===== src/sv/fmcq_pkg.sv =====
package fmcq_pkg;

  localparam int MUTEX_DEPTH_DEF = 16;
  localparam int COND_DEPTH_DEF  = 16;
  localparam int TID_BITS_DEF    = 8;

  // Most wakeups one notify-all request reports.
  localparam int MAX_RESULTS = 16;
  localparam int DRAIN_W     = $clog2(MAX_RESULTS);

  localparam int OP_W = 3;
  localparam int ST_W = 3;

  localparam logic [OP_W-1:0] OP_LOCK       = 3'd0;
  localparam logic [OP_W-1:0] OP_UNLOCK     = 3'd1;
  localparam logic [OP_W-1:0] OP_WAIT       = 3'd2;
  localparam logic [OP_W-1:0] OP_NOTIFY_ONE = 3'd3;
  localparam logic [OP_W-1:0] OP_NOTIFY_ALL = 3'd4;

  localparam logic [ST_W-1:0] ST_DONE      = 3'd0;
  localparam logic [ST_W-1:0] ST_BLOCKED   = 3'd1;
  localparam logic [ST_W-1:0] ST_ALREADY   = 3'd2;
  localparam logic [ST_W-1:0] ST_NOT_OWNER = 3'd3;
  localparam logic [ST_W-1:0] ST_FULL      = 3'd4;

  typedef struct packed {
    logic push;
    logic pop;
  } q_ctrl_t;

  typedef struct packed {
    logic empty;
    logic single;
    logic full;
  } q_stat_t;

endpackage


===== src/sv/fmcq_cell.sv =====
module fmcq_cell #(
  parameter int W = 8
) (
  input  logic         clk,
  input  logic         shift,
  input  logic         load,
  input  logic [W-1:0] din,
  input  logic [W-1:0] from_next,
  output logic [W-1:0] q
);

  logic [W-1:0] data_r;

  // Advance toward the head on a pop, otherwise take a pushed id.
  always_ff @(posedge clk) begin
    if (shift) begin
      data_r <= from_next;
    end else if (load) begin
      data_r <= din;
    end
  end

  assign q = data_r;

endmodule


===== src/sv/fmcq_queue.sv =====
module fmcq_queue import fmcq_pkg::*; #(
  parameter int DEPTH = 16,
  parameter int W     = 8
) (
  input  logic         clk,
  input  logic         rst_n,
  input  q_ctrl_t      ctrl,
  input  logic [W-1:0] din,
  output logic [W-1:0] head,
  output q_stat_t      stat
);

  localparam int CNT_W = $clog2(DEPTH + 1);

  logic [CNT_W-1:0] count_r;
  logic [CNT_W-1:0] count_nxt;
  logic [W-1:0]     data [DEPTH];

  for (genvar i = 0; i < DEPTH; i++) begin : g_cell
    logic [W-1:0] nxt_data;
    if (i == DEPTH - 1) begin : g_tail
      assign nxt_data = '0;
    end else begin : g_mid
      assign nxt_data = data[i+1];
    end
    fmcq_cell #(.W(W)) u_cell (
      .clk       (clk),
      .shift     (ctrl.pop),
      .load      (ctrl.push && (count_r == CNT_W'(i))),
      .din       (din),
      .from_next (nxt_data),
      .q         (data[i])
    );
  end

  always_comb begin
    count_nxt = count_r;
    if (ctrl.push) begin
      count_nxt = count_r + CNT_W'(1);
    end else if (ctrl.pop) begin
      count_nxt = count_r - CNT_W'(1);
    end
  end

  always_ff @(posedge clk) begin
    if (!rst_n) begin
      count_r <= '0;
    end else begin
      count_r <= count_nxt;
    end
  end

  assign head        = data[0];
  assign stat.empty  = (count_r == '0);
  assign stat.single = (count_r == CNT_W'(1));
  assign stat.full   = (count_r == CNT_W'(DEPTH));

endmodule


===== src/sv/fifo_mutex_with_condition_queue.sv =====
// Hardware lock unit: one FIFO hand-off mutex plus one FIFO condition queue.
// Request side: raise start with in_op and in_thread_id while busy is low;
// the beat is taken at that clock edge and busy rises for the work.
// Result side: each result beat sits on the out_ ports for one cycle with
// out_valid high; out_last marks the final beat of a request.
// A taken request enters S_EXEC; the first result is registered from there.
// No request is taken while busy is high; busy falls in the cycle the
// final result is shown, so a new request may be taken right then.
// Notify-all drains the condition queue one waiter per cycle, up to
// MAX_RESULTS beats, while busy stays high.
// Both waiter queues are chains of cells that shift toward the head on a
// pop, so the oldest waiter always sits in the first cell.
// Reset (rst_n low, synchronous): mutex free, owner zero, both queues empty,
// no result pending. No clearing pass is needed.
// The receiver cannot stall: every result is taken the cycle it is shown.
module fifo_mutex_with_condition_queue import fmcq_pkg::*; #(
  parameter int MUTEX_QUEUE_DEPTH = MUTEX_DEPTH_DEF,
  parameter int COND_QUEUE_DEPTH  = COND_DEPTH_DEF,
  parameter int THREAD_ID_BITS    = TID_BITS_DEF
) (
  input  logic                      clk,
  input  logic                      rst_n,
  input  logic                      start,
  output logic                      busy,
  input  logic [OP_W-1:0]           in_op,
  input  logic [THREAD_ID_BITS-1:0] in_thread_id,
  output logic                      out_valid,
  output logic [ST_W-1:0]           out_status,
  output logic                      out_wake_valid,
  output logic [THREAD_ID_BITS-1:0] out_wake_thread,
  output logic                      out_lock_held,
  output logic [THREAD_ID_BITS-1:0] out_owner_thread,
  output logic                      out_last
);

  localparam int TW = THREAD_ID_BITS;

  localparam logic [1:0] S_IDLE  = 2'd0;
  localparam logic [1:0] S_EXEC  = 2'd1;
  localparam logic [1:0] S_DRAIN = 2'd2;

  logic [1:0]         state_r, state_nxt;
  logic [OP_W-1:0]    op_r;
  logic [TW-1:0]      tid_r;
  logic               lock_r, lock_nxt;
  logic [TW-1:0]      owner_r, owner_nxt;
  logic [DRAIN_W-1:0] n_r, n_nxt;

  // Result being formed this cycle.
  logic               emit;
  logic [ST_W-1:0]    st;
  logic               wv;
  logic [TW-1:0]      wt;
  logic               lst;
  logic               release_req;
  logic               owns;

  q_ctrl_t       mq_ctl, cq_ctl;
  q_stat_t       mq_stat, cq_stat;
  logic [TW-1:0] mq_head, cq_head;

  fmcq_queue #(.DEPTH(MUTEX_QUEUE_DEPTH), .W(TW)) u_mutex_q (
    .clk   (clk),
    .rst_n (rst_n),
    .ctrl  (mq_ctl),
    .din   (tid_r),
    .head  (mq_head),
    .stat  (mq_stat)
  );

  fmcq_queue #(.DEPTH(COND_QUEUE_DEPTH), .W(TW)) u_cond_q (
    .clk   (clk),
    .rst_n (rst_n),
    .ctrl  (cq_ctl),
    .din   (tid_r),
    .head  (cq_head),
    .stat  (cq_stat)
  );

  assign owns = lock_r && (owner_r == tid_r);
  assign busy = (state_r != S_IDLE);

  always_comb begin
    state_nxt   = state_r;
    lock_nxt    = lock_r;
    owner_nxt   = owner_r;
    n_nxt       = n_r;
    mq_ctl      = '0;
    cq_ctl      = '0;
    emit        = 1'b0;
    st          = ST_DONE;
    wv          = 1'b0;
    wt          = '0;
    lst         = 1'b1;
    release_req = 1'b0;

    unique case (state_r)
      S_IDLE: begin
        if (start) begin
          state_nxt = S_EXEC;
        end
      end
      S_EXEC: begin
        emit      = 1'b1;
        state_nxt = S_IDLE;
        n_nxt     = '0;
        unique case (op_r)
          OP_LOCK: begin
            if (owns) begin
              st = ST_ALREADY;
            end else if (!lock_r) begin
              lock_nxt  = 1'b1;
              owner_nxt = tid_r;
            end else if (mq_stat.full) begin
              st = ST_FULL;
            end else begin
              mq_ctl.push = 1'b1;
              st          = ST_BLOCKED;
            end
          end
          OP_UNLOCK: begin
            if (!owns) begin
              st = ST_NOT_OWNER;
            end else begin
              release_req = 1'b1;
            end
          end
          OP_WAIT: begin
            if (!owns) begin
              st = ST_NOT_OWNER;
            end else if (cq_stat.full) begin
              st = ST_FULL;
            end else begin
              release_req = 1'b1;
              cq_ctl.push = 1'b1;
              st          = ST_BLOCKED;
            end
          end
          OP_NOTIFY_ONE: begin
            if (!cq_stat.empty) begin
              cq_ctl.pop = 1'b1;
              wv         = 1'b1;
              wt         = cq_head;
            end
          end
          OP_NOTIFY_ALL: begin
            if (!cq_stat.empty) begin
              cq_ctl.pop = 1'b1;
              wv         = 1'b1;
              wt         = cq_head;
              lst        = cq_stat.single;
              if (!cq_stat.single) begin
                state_nxt = S_DRAIN;
                n_nxt     = DRAIN_W'(1);
              end
            end
          end
          default: begin
          end
        endcase
      end
      S_DRAIN: begin
        emit       = 1'b1;
        cq_ctl.pop = 1'b1;
        wv         = 1'b1;
        wt         = cq_head;
        lst        = cq_stat.single || (n_r == DRAIN_W'(MAX_RESULTS - 1));
        n_nxt      = n_r + DRAIN_W'(1);
        state_nxt  = lst ? S_IDLE : S_DRAIN;
      end
      default: begin
        state_nxt = S_IDLE;
      end
    endcase

    // Release: hand off to the oldest mutex waiter, or free the mutex.
    if (release_req) begin
      if (mq_stat.empty) begin
        lock_nxt  = 1'b0;
        owner_nxt = '0;
      end else begin
        owner_nxt  = mq_head;
        mq_ctl.pop = 1'b1;
        wv         = 1'b1;
        wt         = mq_head;
      end
    end
  end

  always_ff @(posedge clk) begin
    if (!rst_n) begin
      state_r   <= S_IDLE;
      lock_r    <= 1'b0;
      owner_r   <= '0;
      n_r       <= '0;
      out_valid <= 1'b0;
    end else begin
      state_r   <= state_nxt;
      lock_r    <= lock_nxt;
      owner_r   <= owner_nxt;
      n_r       <= n_nxt;
      out_valid <= emit;
    end
  end

  // Latch the request beat; hold it through the work.
  always_ff @(posedge clk) begin
    if ((state_r == S_IDLE) && start) begin
      op_r  <= in_op;
      tid_r <= in_thread_id;
    end
  end

  // Result register: shows lock state after this beat's update.
  always_ff @(posedge clk) begin
    if (emit) begin
      out_status       <= st;
      out_wake_valid   <= wv;
      out_wake_thread  <= wt;
      out_lock_held    <= lock_nxt;
      out_owner_thread <= lock_nxt ? owner_nxt : '0;
      out_last         <= lst;
    end
  end

endmodule


===== config.mk =====
export PLATFORM = sky130hd
export DESIGN_NAME = fifo_mutex_with_condition_queue
export DESIGN_NICKNAME = d
export VERILOG_FILES = /design/src/sv/fmcq_pkg.sv /design/src/sv/fmcq_cell.sv /design/src/sv/fmcq_queue.sv /design/src/sv/fifo_mutex_with_condition_queue.sv
export SDC_FILE = /design/constraint.sdc
export NUM_CORES = 1
export LEC_CHECK = 0
export BUFFER_PORTS_ARGS = -buffer_cell sky130_fd_sc_hd__clkbuf_2
export CAP_MARGIN = 20
export CORE_ASPECT_RATIO = 1.4
export CORE_MARGIN = 4
export CORE_UTILIZATION = 62
export CTS_CLUSTER_DIAMETER = 40
export DETAILED_ROUTE_END_ITERATION = 10
export GPL_ROUTABILITY_DRIVEN = 0
export PLACE_DENSITY = 0.79
export SLEW_MARGIN = 30
export SYNTH_ARGS = -nofsm -noshare
export SYNTH_HDL_FRONTEND = slang
export SYNTH_SLANG_ARGS = --single-unit

===== constraint.sdc =====
create_clock -name clk -period 3.55 [get_ports clk]
set_input_delay 0.5325 -clock clk [delete_from_list [all_inputs] [get_ports clk]]
set_output_delay 0.5325 -clock clk [all_outputs]
set_load 0.005 [all_outputs]

[Word-level counts from Yosys, hierarchy flattened]
Cells that the tools add are included.
Storage, ports and cells
  ROM bits: 0
  latch bits: 0
  memories kept: 0
  input bits: 14
  bits in registers: 315
  bits in writable memories: 0
Cells by class
  $add $sub $neg: 5
  muxes and demuxes: 120
  div/mod/pow operators: 0
  shift-type cells: 0
  bitwise operators: 0
  $lt $le $gt $ge: 0
  reduce and logical (&&, ||, !) cells: 75
  eq/ne operators: 41
  $mul: 0
Operators by type and width (number)
  2-to-1 mux 8 bit: 70
  equality test 5 x 4 -> 1 bit (second input constant): 16
  nonzero test 2 bit: 34
  equality test 5 x 3 -> 1 bit (second input constant): 8
  logical AND 1 bit: 34
  2-to-1 mux 1 bit: 26
  equality test 5 x 2 -> 1 bit (second input constant): 4
  2-to-1 mux 5 bit: 4
  one-hot mux 8 bit (2 select lines): 1
  2-to-1 mux 3 bit: 5
  2-to-1 mux 2 bit: 6
  adder 5 x 1 -> 5 bit (second input constant): 2
  equality test 5 x 1 -> 1 bit (second input constant): 2
  equality test 5 bit (second input constant): 2
  zero test 5 bit: 2
  subtractor 5 x 1 -> 5 bit (second input constant): 2
  one-hot mux 3 bit (3 select lines): 1
  equality test 8 bit: 1
  2-to-1 mux 4 bit: 2
  one-hot mux 4 bit (2 select lines): 1
  equality test 3 x 2 -> 1 bit (second input constant): 2
  one-hot mux 1 bit (2 select lines): 3
  one-hot mux 2 bit (3 select lines): 1
  adder 4 x 1 -> 4 bit (second input constant): 1
  other kinds (10): 11

[Depth between registers and ports, before layout]
  depth in word-level cells: 9
  depth in mapped cells: 10
  mapped depth without buffers: 8

[Modules after synthesis]
From an unflattened synthesis, not the netlist that was laid out.
Unflattened totals
  cell total of the unflattened synthesis: 973
  area, all modules: 15748.9 um^2
By module, submodules not included
  fmcq_cell: area each 377.9 um^2, sequential area each 240.2 um^2, times used 32, cells each 18
  fifo_mutex_with_condition_queue: area each 2606.2 um^2, sequential area each 1311.3 um^2, times used 1, cells each 249
  fmcq_queue: area each 525.5 um^2, sequential area each 100.1 um^2, times used 2, cells each 74

[Worst setup path before layout]
Ideal clock, no wire load.
  path type: register to register
  start: register state_r[1]
  end: register u_cond_q.g_cell[12].u_cell.data_r[0] (enable)
  buffers on the path: 1
  data arrival time: 2.416 ns
  stages on the path, launching flop included: 9
  period minus slack after synthesis: 2.800 ns
  library setup time: 0.384 ns
  setup slack: 0.750 ns
  data required time: 3.166 ns
  path through: dfxtp_1 > inv_1 > ha_1 > nor3b_1 > nand3_1 > nor4_1 > clkbuf_1 > nand3_1 > o21ai_0
On the way
  cells in the longest elaborated chain, start to end: 4
  elaborated cells on any way between the ends: 6
Ends and longest elaborated chain
  from (decl): RTL line fifo_mutex_with_condition_queue.sv:42  | logic [1:0] state_r, state_nxt;
  from (signal assigned): RTL line fifo_mutex_with_condition_queue.sv:198  | state_r <= state_nxt;
  equality test 2 x 1 -> 1 bit: RTL line fifo_mutex_with_condition_queue.sv:97  | unique case (state_r)
  2-to-1 mux 1 bit: RTL line fifo_mutex_with_condition_queue.sv:97
  logical AND 1 bit: RTL line fmcq_queue.sv:29  | .load (ctrl.push && (count_r == CNT_W'(i))),
  nonzero test 2 bit (no source line) *
  to (signal assigned): RTL line fmcq_cell.sv:17  | data_r <= from_next;
  to (signal assigned): RTL line fmcq_cell.sv:19  | data_r <= din;
  to (decl): RTL line fmcq_cell.sv:12  | logic [W-1:0] data_r;
Every way passes the cells marked *; elsewhere a longest branch is shown, timed or not.
A chain may end at the register's enable or synchronous reset.

[Final worst setup path]
  start: register u_cond_q.count_r[1]
  end: register out_wake_thread[2] (data pin)
On the way
  cells in the longest elaborated chain, start to end: 6
  elaborated cells on any way between the ends: 11
Ends and longest elaborated chain
  from (decl): RTL line fmcq_queue.sv:15  | logic [CNT_W-1:0] count_r;
  from (signal assigned): RTL line fmcq_queue.sv:49  | count_r <= count_nxt;
  equality test 5 bit / zero test 5 bit (equally long branches): RTL line fmcq_queue.sv:56, fmcq_queue.sv:54
  2-to-1 mux 1 bit / 2-to-1 mux 8 bit (equally long branches): RTL line fifo_mutex_with_condition_queue.sv:131, fifo_mutex_with_condition_queue.sv:140, fifo_mutex_with_condition_queue.sv:147
  2-to-1 mux 1 bit / 2-to-1 mux 8 bit (equally long branches)
  one-hot mux 1 bit (2 select lines) / one-hot mux 8 bit (2 select lines) (equally long branches): RTL line fifo_mutex_with_condition_queue.sv:107, fifo_mutex_with_condition_queue.sv:97
  2-to-1 mux 1 bit / 2-to-1 mux 8 bit (equally long branches): RTL line fifo_mutex_with_condition_queue.sv:97, fifo_mutex_with_condition_queue.sv:178
  2-to-1 mux 8 bit *: RTL line fifo_mutex_with_condition_queue.sv:177  | if (release_req) begin
  named net wt[2]: RTL line fifo_mutex_with_condition_queue.sv:53  | logic [TW-1:0] wt;
  to (signal assigned): RTL line fifo_mutex_with_condition_queue.sv:219  | out_wake_thread <= wt;
  to (decl): RTL line fifo_mutex_with_condition_queue.sv:30  | output logic [THREAD_ID_BITS-1:0] out_wake_thread,
Mark *: on every way through the listed nets, which the timed path passes. The rest lies on a longest branch.

==> metrics.yaml <==
h-tree-depth: 2
worstPathArrival_ps: 3240
crit_path_top_delay_cell: "and2_4"
layout_commonest_cell: "edfxtp_1"
wl_met3_um: 1250
fmax_mhz: 335
worst_setup_path_start_kind: "flop"
dr_wl_met2_um: 14300
cts.sinks: 315
finalCritPeriodShare: 0.842
crit_path_max_fanout: 36
setup_viol: 0
wl_um: 27400
post_cts_buffers: 0
final_cell_mix: "edfxtp_1, a21o_1, nand2_1, nor2_1, dfxtp_1"
cts_tree: "yes"
synth_ff_type: "edfxtp_1"
drive_gt1_frac: 0.141
min_from: "in_thread_id[5]"
grt_pass1_vias: 8106
syn-instance-count: 989
min_period_ps: 2990
viasPerCell: 6.16
ctsRootBufferMaster: "clkbuf_16"
crit_path_end_kind: "flop"
vias: 7993
syn_avg_cell_area_um2: 13.6
cts_buffers: 34
r2r-end: "out_wake_thread[2]$_DFFE_PP_"
maxSlewViolCount: 0
relSlewSlack: 0.381
antenna_found_initial: 0
required_ps: 3800
clk_latency_ps: 510
grt_max_degree: 111
area_growth_pct: 11.7
grtUsageTotal: 0.232
die_area_um2: 24100
min_to: "tid_r[5]$_DFFE_PP_"
core-area_um2: 21200
clock_path_buffers: 3
worstPathCellList: "inv_1, ha_1, nand4bb_1, a31oi_1, nor4_4, and2_4, nor2_1, a22o_1"
yosysSeqAreaShare: 0.674
async_reset_ff_frac: 0
p_total_mw: 8.19
cts-hold-fix-buffers: 0
drv_cap: 0
first_pass_iters: 6
final.fill_count: 1409
hp-class: "input port to flop"
detail-route-antenna-nets: 0
drc: 0
wl_per_cell_um: 21.1
cellLeakagePower_nw: 6.30
final.setup_skew_ps: 15.2
rsz0062_at_grt: "false"
regToRegSetupSlack_ps: 560
die_w_um: 132
hold_viol: 0
rr_startpoint: "u_cond_q.count_r[1]$_SDFFE_PN0P_"
synth-edff-count: 273
num_rows: 63
grt_pass1_wl_um: 44100
cts.clk_slew.worst_paths_ps: 60
reg2reg_depth: 8
vdd_drop_max_mv: 0.457
chipHeight_um: 182
topRoutingLayerUsed: "met4"
grt_overflow_total: 0
drt_iter0_markers: 674
ios: 38
ys_warn_count: 0
cts_resized: 0
status: "complete, no violations"
synth_nets: 1021
n_antenna_cell: 0
hpwl_um: 17900
ys_ff_latch: 315
setup-tns-final_ps: 0
hold-path-cell-count: 1
max_stage_delay_ps: 520
tightest_slew_ps: 928
p_per_area_nw_per_um2: 547
synth_area_um2: 13400
synthDistinctLibCells: 60
wirelength_met1_um: 10800
path_class: "flop to flop"
io_buffers: 37
finalNetCount: 1045
start_util: 0.633
==> area by class of cell <==
class / instances / area (µm²) / area share
flip-flops and latches: 315 / 9040 / 0.603
repair buffers: 65 / 420 / 0.0281
clock buffers: 45 / 986 / 0.0658
multi-input cells: 582 / 3950 / 0.264
well taps: 260 / 325 / 0.0217
clock inverters: 16 / 204 / 0.0136
inverters: 15 / 56.3 / 0.00376
==> power by group <==
group          switching, mW  internal (mW)  leakage [nW]
clock                   1.44           2.26         0.576
combinational          0.205          0.162          2.91
sequential            0.0429           4.08          2.81
==> worst max-delay path, delay by kind of cell (launching register included) <==
| kind | cells | cell delay, ps |
|---|---|---|
| flops | 1 | 430 |
| buf+inv | 1 | 120 |
| compound gates | 2 | 430 |
| simple gates | 4 | 1490 |
| fa+ha+maj | 1 | 270 |
==> sequential cells by signal (all words and copies together) (netlist names) <==
| signal | flops |
|---|---|
| u_cond_q.count_r | 5 |
| tid_r | 8 |
| op_r | 3 |
| state_r | 2 |
| lock_r | 1 |
| n_r | 4 |
| owner_r | 8 |
| out_wake_valid | 1 |
| out_lock_held | 1 |
| out_last | 1 |
| u_cond_q.g_cell.u_cell.q | 128 |
| out_wake_thread | 8 |
| u_mutex_q.g_cell.u_cell.q | 128 |
| u_mutex_q.count_r | 5 |
| out_owner_thread | 8 |
| out_valid | 1 |
| out_status | 3 |
==> worst max path at each step <==
stage,from,endpoint,slack (ps),depth (start not counted)
2_1_floorplan,state_r[1]$_SDFFE_PN0P_,u_cond_q.g_cell[12].u_cell.q[0]$_DFFE_PP_,750,8
3_3_place_gp,state_r[1]$_SDFFE_PN0P_,u_mutex_q.g_cell[7].u_cell.q[6]$_DFFE_PP_,730,8
3_5_place_dp,state_r[1]$_SDFFE_PN0P_,out_wake_thread[1]$_DFFE_PP_,650,8
4_1_cts,state_r[1]$_SDFFE_PN0P_,out_wake_thread[2]$_DFFE_PP_,630,8
5_1_grt,state_r[1]$_SDFFE_PN0P_,out_wake_thread[2]$_DFFE_PP_,380,8
6_report,u_cond_q.count_r[1]$_SDFFE_PN0P_,out_wake_thread[2]$_DFFE_PP_,560,8
==> cells in the mapped netlist, types with 2 or more instances <==
| master | count | area share |
|---|---|---|
| and3_1 | 3 | 0.0014 |
| nor3_1 | 7 | 0.0026 |
| nand4bb_1 | 2 | 0.0017 |
| edfxtp_1 | 273 | 0.61 |
| nand2_1 | 85 | 0.024 |
| a21o_1 | 230 | 0.13 |
| ha_1 | 18 | 0.017 |
| mux2i_1 | 13 | 0.0097 |
| nor2b_4 | 6 | 0.0062 |
| buf_6 | 8 | 0.0067 |
| buf_2 | 34 | 0.013 |
| nand2b_1 | 11 | 0.0051 |
| o31a_1 | 3 | 0.0020 |
| nand4_1 | 4 | 0.0019 |
| nor4_1 | 3 | 0.0014 |
| a21oi_1 | 26 | 0.0097 |
| and2_0 | 7 | 0.0033 |
| o21ai_0 | 16 | 0.0060 |
| buf_4 | 2 | 0.0011 |
| a31oi_1 | 3 | 0.0014 |
| nand3_1 | 34 | 0.013 |
| nor2b_1 | 2 | 0.00093 |
| dfxtp_1 | 42 | 0.063 |
| nor3b_1 | 2 | 0.0011 |
| buf_1 | 2 | 0.00056 |
| mux2_2 | 2 | 0.0017 |
| nor2_1 | 48 | 0.013 |
| and2_1 | 6 | 0.0028 |
| a41oi_1 | 2 | 0.0013 |
| clkbuf_1 | 31 | 0.0087 |
| xnor2_2 | 5 | 0.0061 |
| inv_1 | 15 | 0.0042 |
| a31o_2 | 2 | 0.0013 |
| xnor2_1 | 6 | 0.0039 |
| a22o_1 | 8 | 0.0052 |
| a211oi_1 | 2 | 0.0011 |
| or3_1 | 3 | 0.0014 |
==> per-layer routing <==
layer	track usage	vias up
met5	0	-
met4	0.104	0
met3	0.0400	77
met1	0.274	3990
li1	-	3684
met2	0.414	242
==> cell families (layout without fill, tap and decap cells) <==
group | after synthesis | after routing | synth area share
AOI/OAI and AO/OA | 303 | 303 | 0.164
and+or+nand+nor | 234 | 234 | 0.0893
adders and majority gates | 18 | 18 | 0.0168
buffers and inverters | 92 | 141 | 0.0339
xor gates and xnor gates | 12 | 12 | 0.0106
muxes | 15 | 15 | 0.0114
DFF | 315 | 315 | 0.674
==> metrics by stage <==
stage	std cells	hold WS (ps)	utilization	area, µm²	setup slack [ps]
6_report	1298	202	0.707	15000	561
5_1_grt	1298	196	0.707	15000	377
4_1_cts	1298	193	0.706	15000	630
3_5_place_dp	1237	448	0.650	13800	655
3_3_place_gp	1237	443	0.650	13800	728
2_1_floorplan	989	435	-	13400	750
Power figures use the tool's default switching activity.
